### config.mk
export PLATFORM = sky130hd
export DESIGN_NAME = bounded_ordered_list
export DESIGN_NICKNAME = d
export VERILOG_FILES = /design/src/rtl/bol_pkg.sv /design/src/rtl/bounded_ordered_list.sv /design/src/rtl/bol_ctrl.sv /design/src/rtl/bol_datapath.sv
export SDC_FILE = /design/constraint.sdc
export NUM_CORES = 1
export LEC_CHECK = 0
export CAP_MARGIN = 20
export CORE_UTILIZATION = 59
export DETAILED_ROUTE_END_ITERATION = 7
export DONT_BUFFER_PORTS = 1
export PLACE_DENSITY = 0.78
export SYNTH_ARGS = -nofsm -noshare
export SYNTH_HDL_FRONTEND = slang
export SYNTH_SLANG_ARGS = --single-unit
### constraint.sdc
create_clock -name clk -period 6.8 [get_ports clk]
set_clock_uncertainty 0.1 [all_clocks]
set_input_delay 1.7 -clock clk [delete_from_list [all_inputs] [get_ports clk]]
set_output_delay 1.7 -clock clk [all_outputs]
set_load 0.01 [all_outputs]
### src/rtl/bol_pkg.sv
// Shared types and constants for the bounded ordered list.
package bol_pkg;

  localparam int REQ_W            = 2;
  localparam int VALUE_W          = 32;
  localparam int POS_W            = 4;
  localparam int STATUS_W         = 2;
  localparam int COUNT_W          = 5;
  localparam int DEFAULT_CAPACITY   = 16;
  localparam int DEFAULT_ELEM_WIDTH = 32;

  localparam logic [REQ_W-1:0] REQ_APPEND = 2'd0;
  localparam logic [REQ_W-1:0] REQ_INSERT = 2'd1;
  localparam logic [REQ_W-1:0] REQ_REMOVE = 2'd2;
  localparam logic [REQ_W-1:0] REQ_DUMP   = 2'd3;

  localparam logic [STATUS_W-1:0] ST_OK           = 2'd0;
  localparam logic [STATUS_W-1:0] ST_BAD_INDEX    = 2'd1;
  localparam logic [STATUS_W-1:0] ST_OUT_OF_RANGE = 2'd2;

  typedef enum logic {
    S_IDLE,
    S_DUMP
  } state_t;

  typedef enum logic [2:0] {
    CMD_NONE,
    CMD_EDIT,
    CMD_EMPTY_DUMP,
    CMD_BEGIN_DUMP,
    CMD_EMIT
  } cmd_op_t;

  typedef struct packed {
    cmd_op_t op;
  } ctrl_cmd_t;

  typedef struct packed {
    logic empty;
    logic idx_last;
  } dp_status_t;

endpackage

### src/rtl/bounded_ordered_list.sv
// Top level of the bounded ordered list: controller plus datapath.
//
// Usage: drive req_type, value and position with start high; the request is
// taken at a clock edge where start is high and busy is low. Results appear on
// status, element, element_valid, count and last for one cycle with strobe
// high; the receiver must take each one in that cycle, it cannot hold them off.
// Append, insert and remove: one result the cycle after acceptance, busy stays
// low, so a new request can be taken every cycle. The entry array shifts its
// words in parallel.
// Dump: after acceptance the controller enters its dump state and the result
// registers then give one stored element per cycle, last set on the final
// one; busy is high until the final element is driven. The element stream is
// set by the single read index into the entry array. A dump of an empty list
// gives one result, with element_valid low, the cycle after acceptance.
// Reset (rst, synchronous) empties the list and drops strobe; entry contents
// are not cleared and are never shown before being written.
module bounded_ordered_list
  import bol_pkg::*;
#(
  parameter int CAPACITY   = DEFAULT_CAPACITY,
  parameter int ELEM_WIDTH = DEFAULT_ELEM_WIDTH
) (
  input  logic                clk,
  input  logic                rst,
  input  logic                start,
  input  logic [REQ_W-1:0]    req_type,
  input  logic [VALUE_W-1:0]  value,
  input  logic [POS_W-1:0]    position,
  output logic                busy,
  output logic                strobe,
  output logic [STATUS_W-1:0] status,
  output logic [VALUE_W-1:0]  element,
  output logic                element_valid,
  output logic [COUNT_W-1:0]  count,
  output logic                last
);

  ctrl_cmd_t  cmd;
  dp_status_t dp_status;

  bol_ctrl u_ctrl (
    .clk       (clk),
    .rst       (rst),
    .start     (start),
    .req_type  (req_type),
    .dp_status (dp_status),
    .busy      (busy),
    .cmd       (cmd)
  );

  bol_datapath #(
    .CAPACITY   (CAPACITY),
    .ELEM_WIDTH (ELEM_WIDTH)
  ) u_datapath (
    .clk           (clk),
    .rst           (rst),
    .cmd           (cmd),
    .req_type      (req_type),
    .value         (value),
    .position      (position),
    .dp_status     (dp_status),
    .strobe        (strobe),
    .status        (status),
    .element       (element),
    .element_valid (element_valid),
    .count         (count),
    .last          (last)
  );

endmodule

### src/rtl/bol_ctrl.sv
// Controller state machine: accepts requests and sequences dumps.
module bol_ctrl
  import bol_pkg::*;
(
  input  logic             clk,
  input  logic             rst,
  input  logic             start,
  input  logic [REQ_W-1:0] req_type,
  input  dp_status_t       dp_status,
  output logic             busy,
  output ctrl_cmd_t        cmd
);

  state_t state;
  state_t state_next;
  logic   accept;

  assign accept = start && (state == S_IDLE);

  always_ff @(posedge clk) begin
    if (rst) begin
      state <= S_IDLE;
    end else begin
      state <= state_next;
    end
  end

  always_comb begin
    state_next = state;
    case (state)
      S_IDLE: begin
        if (accept && (req_type == REQ_DUMP) && !dp_status.empty) begin
          state_next = S_DUMP;
        end
      end
      S_DUMP: begin
        if (dp_status.idx_last) begin
          state_next = S_IDLE;
        end
      end
      default: state_next = S_IDLE;
    endcase
  end

  always_comb begin
    busy   = 1'b0;
    cmd.op = CMD_NONE;
    case (state)
      S_IDLE: begin
        if (accept) begin
          if (req_type != REQ_DUMP) begin
            cmd.op = CMD_EDIT;
          end else if (dp_status.empty) begin
            cmd.op = CMD_EMPTY_DUMP;
          end else begin
            cmd.op = CMD_BEGIN_DUMP;
          end
        end
      end
      S_DUMP: begin
        busy   = 1'b1;
        cmd.op = CMD_EMIT;
      end
      default: begin
        busy   = 1'b0;
        cmd.op = CMD_NONE;
      end
    endcase
  end

endmodule

### src/rtl/bol_datapath.sv
// Datapath: entry register array, fill count, dump index and result registers.
module bol_datapath
  import bol_pkg::*;
#(
  parameter int CAPACITY   = DEFAULT_CAPACITY,
  parameter int ELEM_WIDTH = DEFAULT_ELEM_WIDTH
) (
  input  logic                clk,
  input  logic                rst,
  input  ctrl_cmd_t           cmd,
  input  logic [REQ_W-1:0]    req_type,
  input  logic [VALUE_W-1:0]  value,
  input  logic [POS_W-1:0]    position,
  output dp_status_t          dp_status,
  output logic                strobe,
  output logic [STATUS_W-1:0] status,
  output logic [VALUE_W-1:0]  element,
  output logic                element_valid,
  output logic [COUNT_W-1:0]  count,
  output logic                last
);

  localparam int CW   = $clog2(CAPACITY + 1);
  localparam int IW   = $clog2(CAPACITY);
  localparam int CMPW = (CW > POS_W) ? CW : POS_W;
  localparam int WIDE = (ELEM_WIDTH > VALUE_W) ? ELEM_WIDTH : VALUE_W;
  localparam logic [CW-1:0] CAP_C = CW'(CAPACITY);

  typedef enum logic [1:0] {
    W_NONE,
    W_APPEND,
    W_INSERT,
    W_REMOVE
  } wr_kind_t;

  logic [ELEM_WIDTH-1:0] entries      [CAPACITY];
  logic [ELEM_WIDTH-1:0] entries_next [CAPACITY];
  logic [CW-1:0]         fill_count;
  logic [CW-1:0]         fill_count_next;
  logic [IW-1:0]         idx;

  logic [WIDE-1:0]       val_wide;
  logic [WIDE-1:0]       rd_wide;
  logic [ELEM_WIDTH-1:0] val_elem;
  logic [CMPW-1:0]       pos_ext;
  logic [CMPW-1:0]       cnt_ext;
  logic                  pos_bad;
  logic                  full;
  logic [STATUS_W-1:0]   edit_status;
  wr_kind_t              wr_kind;

  assign val_wide = WIDE'(value);
  assign val_elem = val_wide[ELEM_WIDTH-1:0];
  assign rd_wide  = WIDE'(entries[idx]);
  assign pos_ext  = CMPW'(position);
  assign cnt_ext  = CMPW'(fill_count);
  assign pos_bad  = (pos_ext >= cnt_ext);
  assign full     = (fill_count >= CAP_C);

  assign dp_status.empty    = (fill_count == '0);
  assign dp_status.idx_last = ((CW'(idx) + CW'(1)) == fill_count);

  always_comb begin
    edit_status = ST_OK;
    wr_kind     = W_NONE;
    case (req_type)
      REQ_APPEND: begin
        if (full) begin
          edit_status = ST_OUT_OF_RANGE;
        end else begin
          wr_kind = W_APPEND;
        end
      end
      REQ_INSERT: begin
        if (pos_bad) begin
          edit_status = ST_BAD_INDEX;
        end else if (full) begin
          edit_status = ST_OUT_OF_RANGE;
        end else begin
          wr_kind = W_INSERT;
        end
      end
      REQ_REMOVE: begin
        if (pos_bad) begin
          edit_status = ST_BAD_INDEX;
        end else begin
          wr_kind = W_REMOVE;
        end
      end
      default: begin
        edit_status = ST_OK;
        wr_kind     = W_NONE;
      end
    endcase
    if (cmd.op != CMD_EDIT) begin
      wr_kind = W_NONE;
    end
  end

  // the affected entries shift in parallel; append writes only the slot at the fill count
  always_comb begin
    fill_count_next = fill_count;
    for (int i = 0; i < CAPACITY; i++) begin
      entries_next[i] = entries[i];
      case (wr_kind)
        W_APPEND: begin
          if (CW'(i) == fill_count) begin
            entries_next[i] = val_elem;
          end
        end
        W_INSERT: begin
          if (CMPW'(i) == pos_ext) begin
            entries_next[i] = val_elem;
          end else if ((i > 0) && (CMPW'(i) > pos_ext)) begin
            entries_next[i] = entries[(i > 0) ? i - 1 : 0];
          end
        end
        W_REMOVE: begin
          if ((i < CAPACITY - 1) && (CMPW'(i) >= pos_ext)) begin
            entries_next[i] = entries[(i < CAPACITY - 1) ? i + 1 : i];
          end
        end
        default: entries_next[i] = entries[i];
      endcase
    end
    case (wr_kind)
      W_APPEND, W_INSERT: fill_count_next = fill_count + CW'(1);
      W_REMOVE:           fill_count_next = fill_count - CW'(1);
      default:            fill_count_next = fill_count;
    endcase
  end

  always_ff @(posedge clk) begin
    for (int i = 0; i < CAPACITY; i++) begin
      entries[i] <= entries_next[i];
    end
  end

  always_ff @(posedge clk) begin
    if (rst) begin
      fill_count <= '0;
      idx        <= '0;
      strobe     <= 1'b0;
    end else begin
      fill_count <= fill_count_next;
      strobe     <= (cmd.op != CMD_NONE) && (cmd.op != CMD_BEGIN_DUMP);
      case (cmd.op)
        CMD_BEGIN_DUMP: idx <= '0;
        CMD_EMIT:       idx <= idx + IW'(1);
        default:        idx <= idx;
      endcase
    end
  end

  always_ff @(posedge clk) begin
    case (cmd.op)
      CMD_EMIT: begin
        status        <= ST_OK;
        element       <= rd_wide[VALUE_W-1:0];
        element_valid <= 1'b1;
        count         <= COUNT_W'(fill_count);
        last          <= dp_status.idx_last;
      end
      CMD_EDIT, CMD_EMPTY_DUMP: begin
        status        <= (cmd.op == CMD_EDIT) ? edit_status : ST_OK;
        element       <= '0;
        element_valid <= 1'b0;
        count         <= COUNT_W'(fill_count_next);
        last          <= 1'b1;
      end
      default: begin
        status        <= status;
        element       <= element;
        element_valid <= element_valid;
        count         <= count;
        last          <= last;
      end
    endcase
  end

endmodule

== Word level (Yosys, flattened, before mapping) ==
Memories as Yosys holds them, arrays and structs flattened. A register that Yosys moved wholly into a read port is not among the register bits.
Cells that the tools add are included.
Storage, ports and cells
  bits in registers: 52
  memory bits (writable): 512
  bits of input ports: 41
  output and inout port bits: 43
  word-level logic and storage cells: 210
  memories kept: 1
Memory list
  u_datapath.entries: words 16, bits a word 32, rd ports 17, clocked after Yosys merged registers in 1, wr ports 16, RTL line bol_datapath.sv:36  | logic [ELEM_WIDTH-1:0] entries [CAPACITY];
Cells by class
  add/subtract/negate cells: 4
  magnitude comparators: 32
  eq/ne operators: 44
  muxes and demuxes: 106
  bitwise gates (word level): 1
  reductions and logical operators: 13
Operators with widths (number)
  two-way mux 32 bit: 62
  case mux 32 bit (3 select lines): 15
  case mux 32 bit (2 select lines): 2
  == test 4 x 5 -> 1 bit (first input constant): 8
  == test 4 bit (first input constant): 8
  greater-than comparator 4 bit (first input constant): 8
  greater-or-equal comparator 4 bit (first input constant): 7
  == test 3 x 5 -> 1 bit (first input constant): 4
  case mux 5 bit (2 select lines): 2
  == test 3 x 4 -> 1 bit (first input constant): 4
  greater-or-equal comparator 3 x 4 -> 1 bit (first input constant): 4
  greater-than comparator 3 x 4 -> 1 bit (first input constant): 4
  two-way mux 2 bit: 7
  case mux 2 bit (3 select lines): 2
  == test 2 x 5 -> 1 bit (first input constant): 2
  zero test 5 bit: 2
  == test 2 bit (second input constant): 4
  == test 2 x 4 -> 1 bit (first input constant): 2
  greater-or-equal comparator 1 x 4 -> 1 bit (first input constant): 2
  greater-or-equal comparator 2 x 4 -> 1 bit (first input constant): 2
  greater-than comparator 2 x 4 -> 1 bit (first input constant): 2
  two-way mux 4 bit: 2
  case mux 4 bit (2 select lines): 1
  == test 3 x 2 -> 1 bit (second input constant): 2
  other kinds (28): 42

== Longest topological paths before layout ==
Gate-level depths: netlist (run 1).
  depth in word-level cells: 11
  gate-level depth with buffers: 13
  gate-level depth less buffers: 12

== Hierarchy ==
From an unflattened synthesis (run 1), not the netlist that was laid out.
Second synthesis, totals
  cell total of the unflattened synthesis: 2803
  area total of the unflattened synthesis: 34120.2 um2
Modules (own cells, without submodules)
  bol_datapath: times used 1, cells an instance 2795, area each 34046.4 um2
  bol_ctrl: times used 1, cells an instance 8, area each 73.8 um2

== Worst setup path before layout (run 1) ==
Ideal clock, no wire load.
  kind: input port to flip-flop
  from: input port position[2]
  to: memory u_datapath.entries[8][0] (netlist name) (enable)
  arrival time: 6.127 ns
  path slack: 0.093 ns
  cell stages on the path: 11
  cells stage by stage: ha_1 -> a211oi_1 -> o21ai_1 -> a21oi_4 -> inv_2 -> buf_2 -> ha_1 -> and2_1 -> clkbuf_1 -> buf_2 -> a311oi_1
RTL lines
  from (decl): RTL line bounded_ordered_list.sv:28  | input logic [POS_W-1:0] position,
  to (decl): RTL line bol_datapath.sv:36

==> results of run 1 <==
-- sequential cells by signal (all words and copies together), names as in the netlist, named ones only --
name                      cells
u_ctrl.state                  1
u_datapath.cnt_ext            5
u_datapath.count              5
u_datapath.element           32
u_datapath.element_valid      1
u_datapath.entries          512
u_datapath.idx                4
u_datapath.last               1
u_datapath.status             2
u_datapath.strobe             1
-- worst paths after layout --
kind / start / endpoint / slack, ns / cells past startpoint
worst max-delay path: position[2] / u_datapath.entries[4][6] / 1.65 / 9
worst min-delay path: u_datapath.entries[1][1] / u_datapath.entries[0][1] / 0.47 / 2
worst max register to register: u_datapath.cnt_ext[2] / u_datapath.entries[4][6] / 1.92 / 10
worst min register to register: u_datapath.entries[1][1] / u_datapath.entries[0][1] / 0.47 / 2
-- per-stage QoR --
stage	cells	utilization	worst slack, ns
2_1_floorplan	2842	-	0.0925
3_3_place_gp	3329	0.605	1.07
3_5_place_dp	3329	0.605	1.07
4_1_cts	3440	0.638	1.71
5_1_grt	3443	0.639	1.58
6_report	3443	0.639	1.65
-- power groups by stage --
stage          clock (W)  sequential [W]  combinational, W
2_1_floorplan          0         0.00458          0.000952
3_3_place_gp           0         0.00463           0.00127
3_5_place_dp           0         0.00465           0.00131
4_1_cts          0.00323         0.00458           0.00132
5_1_grt          0.00337         0.00463           0.00143
6_report         0.00322         0.00459           0.00135
-- routing by layer --
metal,vias up,share of wire,global-route usage,wire (um)
met4,0,0.051,0.161,5120
met3,312,0.11,0.0698,11400
met2,1852,0.46,0.534,45800
li1,10524,-,-,-
met1,12491,0.38,0.475,38200
met5,-,0,0,0
-- cell type report --
type,count,area (um2),area share
repair buffers,55,528,0.0146
multi-input cells,1944,15800,0.438
clock inverters,32,277,0.00766
flip-flops and latches,568,16900,0.469
clock buffers,79,1570,0.0436
inverters,9,33.8,0.000936
well taps,756,946,0.0262
-- cell families (layout without fill, tap and decap cells) --
| kind of cell | count (synthesis) | in the layout |
|---|---|---|
| AND/OR/NAND/NOR | 709 | 709 |
| multiplexers | 643 | 643 |
| AO/OA/AOI/OAI | 571 | 571 |
| flip-flops | 568 | 568 |
| buffers and inverters | 330 | 175 |
| adder cells (fa/ha/maj) | 13 | 13 |
| XOR/XNOR | 8 | 8 |
-- cells in the mapped netlist (3+ instances only) --
library cell / instances
nand2_1: 600
edfxtp_1: 553
mux2i_1: 482
o211ai_1: 448
clkbuf_1: 188
mux4_2: 128
buf_2: 109
a211oi_1: 75
nor2b_1: 37
mux2_2: 32
nor2_1: 20
buf_1: 16
dfxtp_1: 15
ha_1: 13
a21oi_1: 11
buf_4: 8
or2_2: 8
inv_1: 7
nand2b_1: 7
nor3_1: 7
o21ai_0: 7
a221oi_1: 5
nor3_2: 5
xnor2_1: 5
a31oi_1: 4
nand3_1: 4
o22ai_1: 4
and3_1: 3
or3_1: 3
xor2_1: 3
-- worst min-delay path, delay by kind of cell (launching register included) --
| family | cells | cell delay, ns |
|---|---|---|
| flip-flops | 1 | 0.36 |
| AND/OR/NAND/NOR | 2 | 0.11 |
==> summary.md, run 1 <==
| Metric | Value |
|---|---|
| Max VDD drop | 230 uV |
| Root buffer cell | clkbuf_16 |
| Worst-path clk slew | 0.06 ns |
| P_int | 0.00663 W |
| Syn_nets | 2,896 |
| Asr flop ratio synth | 0 |
| Number of global-route vias before repair | 24,349 |
| Slew of the pin with the lowest slew margin | 1.15 ns |
| Adder-cell share of the synthesized area | 0.00481 |
| Main combinational cell family by area after synthesis | multiplexers |
| DP HPWL | 53,500 um |
| Post-synthesis compound-gate area fraction | 0.126 |
| Die Y | 241 um |
| Slowest CP cell | a211oi_4 |
| H-tree levels | 2 |
| Number of max-cap violations | 0 |
| Crit-path cells | ha_1 -> a211oi_1 -> o21ai_1 -> a21oi_4 -> inv_2 -> ha_1 -> and2_1 -> a211oi_4 -> buf_4 |
| Die width | 241 um |
| Hold/Removal Path Class | reg2reg |
| CTS tree | done |
| P_leak | 11.1 nW |
| Final setup fails | 0 |
| Fin crit period | 5.15 ns |
| Pin count of the biggest net entering global routing | 223 |
| Buf+Inv Stages, Crit Path | 2 |
| Via density | 7.31 |
| CP startpoint kind | input port |
| Hold_buf cts | 0 |
| Status | finished clean |
| Worst stage delay on the critical path | 0.94 ns |
| Nets | 2,691 |
| 1st-pass router iterations | 8 |
| Antenna cell count | 0 |
| Ys Warns | 0 |
| Worst path most repeated cell | ha_1 |
| Pwr/cell area | 254 nW/um2 |
| Synth area leader | edfxtp_1 |
| Most used flip-flop cell after synthesis | edfxtp_1 |
| Fill cell count | 4,132 |
| P&R area growth vs syn | 6.78% |
| Nature of the critical path endpoint | flop |
| Comb power frac | 0.148 |
| Gate count of the mapped netlist | 2,842 |
| First-pass GRT wire length | 152,000 um |
| Skew-Pair Late Insertion Delay | 0.65 ns |
| Worst Path Arrival | 5.33 ns |
| Initial antenna violation count | 0 |
| Syn Std Cell Area | 33,800 um2 |
| Effective utilization at floorplan | 0.598 |
| Flop pwr share | 0.501 |
| Num CTS Buffers | 59 |
| Sw Share | 0.277 |
| Sum Neg Setup Slack | 0 ns |
| Largest cells by area after synthesis | edfxtp_1 (49%), mux2i_1 (14%), o211ai_1 (10%) |
| Slew Limit Fails | 0 |
| RD Place Congestion | 0.925 |
| Core ar. | 56,500 um2 |
| Initial drt markers | 4,270 |
| Power share of the clock group | 0.351 |
| Clk buf depth | 3 |
| P_sw | 0.00254 W |
| Num ports | 84 |
| Share of layout cells above drive strength 1 | 0.126 |
| CP top delay family | compound AO/OA/AOI/OAI gates |
| Die area | 58,200 um2 |
| Clock Sinks | 568 |
| Row count | 87 |
| Most frequent cells in the layout | nand2_1 (600), edfxtp_1 (553), mux2i_1 (482) |
| RSZ-0062 raised after global routing | false |
| Top-area cell type share of the netlist area | 0.491 |
| Design area | 36,100 um2 |
| Synth cell types | 56 |
| Rel. slew slack | 0.231 |
| Post_cts resized | 0 |
| Critical path class | in2reg |
| Syn avg cell area | 11.9 um2 |
| Remaining DRCs | 0 |
| Simple-Gate Fraction of Synth Area | 0.0859 |
| Post-CTS setup buffer count | 0 |
| WP data required | 6.98 ns |
| DP Area | 34,200 um2 |
| Seq/Total Area, Yosys | 0.500 |
| Post-synthesis xor/xnor area fraction | 0.00207 |
| Max Clk Rate | 194 MHz |
| Period utilisation layout | 0.758 |
| Routed via count | 25,179 |
| Pwr Total | 0.00917 W |
| Hold Fails Final Rpt | 0 |
| Post-synthesis mux area share | 0.239 |
| Worst hold slack | 0.468 ns |
| Worst-path maximum fanout | 20 |
| Gr usage total | 0.347 |
| EDFF count, synth | 553 |
| Synthesis-stage register bit count | 568 |
| PortBufs | 0 |
| DR WL/cell | 29.2 um |
| Most common cell after layout, fill and taps aside | nand2_1 |
| Routed Antenna Nets | 0 |
| Drt total wl | 101,000 um |
| Overflow after GRT | 0 |
(Power assumes the default switching activity.)
==> inputs of run 2 (changes only) <==
==> constraint.sdc (replaced) <==
create_clock -name clk -period 4.2 [get_ports clk]
set_clock_uncertainty 0.1 [all_clocks]
set_input_delay 1.05 -clock clk [delete_from_list [all_inputs] [get_ports clk]]
set_output_delay 1.05 -clock clk [all_outputs]
set_load 0.01 [all_outputs]
==> run 2 against run 1 <==
Against the previous run:
- clock power grew 58%
- worst setup slack worse by 1.0 ns
- critical path depth up 1
- sequential share of layout area decreased by 0.72 points
==> summary.md, run 2 (synthesized netlist as in run 1, its figures left out) <==
| Metric | Value |
|---|---|
| Core ar. | 56,500 um2 (unchanged) |
| Overflow after GRT | 0 (unchanged) |
| DP HPWL | 59,000 um (+10%) |
| Num CTS Buffers | 59 (unchanged) |
| Final setup fails | 0 (unchanged) |
| Worst Path Arrival | 3.77 ns (-1.56 ns) |
| PortBufs | 0 (unchanged) |
| Post-CTS setup buffer count | 0 (unchanged) |
| Fill cell count | 4,035 (-2.3%) |
| Pin count of the biggest net entering global routing | 132 (-41%) |
| GR Util met3 | 0.0747 (+0.00490) |
| GR peak layer | met2 |
| Nature of the critical path endpoint | flop |
| Routed Antenna Nets | 0 (unchanged) |
| Remaining DRCs | 0 (unchanged) |
| R2r setup slk | 0.61 ns (-1.31 ns) |
| Die Y | 241 um (unchanged) |
| Fin crit period | 3.59 ns |
| Max Clk Rate | 279 MHz |
| Area occupied by multi-input gates | 15,900 um2 (+0.34%) |
| Via density | 7.38 (+0.90%) |
| Largest register FFs | 512 (unchanged) |
| Most common cell after layout, fill and taps aside | nand2_1 |
| Die area | 58,200 um2 (unchanged) |
| Hold_buf cts | 0 (unchanged) |
| CTS tree | done |
| Worst-path maximum fanout | 21 (+5.0%) |
| Hold Fails Final Rpt | 0 (unchanged) |
| Initial antenna violation count | 1 (+1) |
| Period utilisation layout | 0.854 |
| FF+latch area | 16,900 um2 (unchanged) |
| Max VDD drop | 333 uV (+45%) |
| H-tree levels | 2 (unchanged) |
| Slowest CP cell | dfxtp_1 |
| 1st-pass router iterations | 6 (-2) |
| Nets | 2,722 (+1.2%) |
| Antenna cell count | 0 (unchanged) |
| DP Worst Slack | 0.435 ns (-0.637 ns) |
| Number of global-route vias before repair | 24,773 (+1.7%) |
| Post_cts resized | 0 (unchanged) |
| Gr usage total | 0.360 (+0.0132) |
| Root buffer cell | clkbuf_16 |
| P&R area growth vs syn | 8.44% |
| Crit-path cells | inv_1 -> ha_4 -> a211oi_2 -> o21ai_2 -> and2_1 -> a21oi_1 -> ha_4 -> and2_4 -> a211oi_4 -> buf_4 |
| DR WL/cell | 30.0 um (+2.7%) |
| Hold/Removal Path Class | in2reg |
| RSZ-0062 raised after global routing | false |
| Num ports | 84 (unchanged) |
| Initial drt markers | 3,892 (-8.9%) |
| Critical path class | reg2reg |
| Share of layout cells above drive strength 1 | 0.140 (+0.0146) |
| DP Area | 34,800 um2 (+1.9%) |
| Most frequent cells in the layout | nand2_1 (600), edfxtp_1 (553), mux2i_1 (482) |
| Die width | 241 um (unchanged) |
| Row count | 87 (unchanged) |
| Met1 Usage GRT | 0.491 (+0.0156) |
| Skew-Pair Late Insertion Delay | 0.65 ns (about the same) |
| CP startpoint kind | flop |
| Routed via count | 25,606 (+1.7%) |
| Number of max-cap violations | 0 (unchanged) |
| Top reg by flops | u_datapath.entries |
| Design area | 36,600 um2 (+1.5%) |
| Rel. slew slack | 0.374 (+0.143) |
| P_leak | 11.3 nW (+2.2%) |
| Effective utilization at floorplan | 0.598 (unchanged) |
| RD Place Congestion | 0.832 (-10%) |
| Clk buf depth | 3 (unchanged) |
| Pwr/cell area | 405 nW/um2 (+59%) |
| Top flop regs | u_datapath.entries (512), u_datapath.element (32) |
| Fin util | 0.649 (+0.00990) |
| Post-route worst setup slack | 0.612 ns (-1.03 ns) |
| Drt total wl | 104,000 um (+3.5%) |
| Status | finished clean |
| Worst-path clk slew | 0.06 ns (about the same) |
| Worst stage delay on the critical path | 0.53 ns (-0.41 ns) |
| Slew Limit Fails | 0 (unchanged) |
| GRT met2 Usage | 0.568 (+0.0335) |
| Worst path most repeated cell | ha_4 |
| WP data required | 4.39 ns (-2.59 ns) |
| Clock Sinks | 568 (unchanged) |
| Slew of the pin with the lowest slew margin | 0.939 ns (-0.211 ns) |
| First-pass GRT wire length | 158,000 um (+3.8%) |
## run 2: changes by cell type in the layout (fill, tap and decap cells not counted), sizes merged
cell    change
buf        +31
clkinv     +11
inv         -3
clkbuf     -11
bufinv      -1
## run 2: area by class of cell
type | count | area share
clock buffer | 68 | 0.0412
clock inverter | 39 | 0.00820
inverter | 9 | 0.000922
multi-input combinational | 1944 | 0.433
sequential | 568 | 0.462
tap | 756 | 0.0258
timing repair buffer | 86 | 0.0292
## run 2: final timing paths
path,startpoint,cells past startpoint,to
setup / recovery,u_datapath.cnt_ext[2],10,u_datapath.entries[3][11]
hold / removal,rst,1,u_datapath.strobe
setup reg to reg,u_datapath.cnt_ext[2],10,u_datapath.entries[3][11]
hold reg to reg,u_datapath.entries[1][10],2,u_datapath.entries[0][10]
## run 2: power breakdown
part	internal, W	switching [W]	leakage [nW]
Clock	0.00280	0.00229	0.897
Sequential	0.00700	0.000457	5.31
Combinational	0.000884	0.00141	5.12
## run 2: stage by stage
stage | power (W) | instances | hold WS (ns) | TNS, ns
3_3_place_gp | 0.00968 | 3362 | 0.444 | 0
3_5_place_dp | 0.00977 | 3363 | 0.454 | 0
2_1_floorplan | 0.00898 | 2842 | 0.428 | -27.60
4_1_cts | 0.0148 | 3470 | 0.375 | 0
5_1_grt | 0.0152 | 3470 | 0.374 | 0
6_report | 0.0148 | 3470 | 0.387 | 0
## run 2: per-layer routing
metal,vias to the layer above,wire length [um],share of wire
li1,10587,-,-
met1,12693,38900,0.37
met2,2025,48400,0.47
met3,301,12300,0.12
met4,0,4430,0.043
met5,-,0,0
## run 2: critical path, delay by kind of cell (launching register included)
family / cells / cell delay, ns
buf+inv: 2 / 0.69
flops: 1 / 0.53
compound gates: 4 / 0.88
fa+ha+maj: 2 / 0.57
simple gates: 2 / 0.44
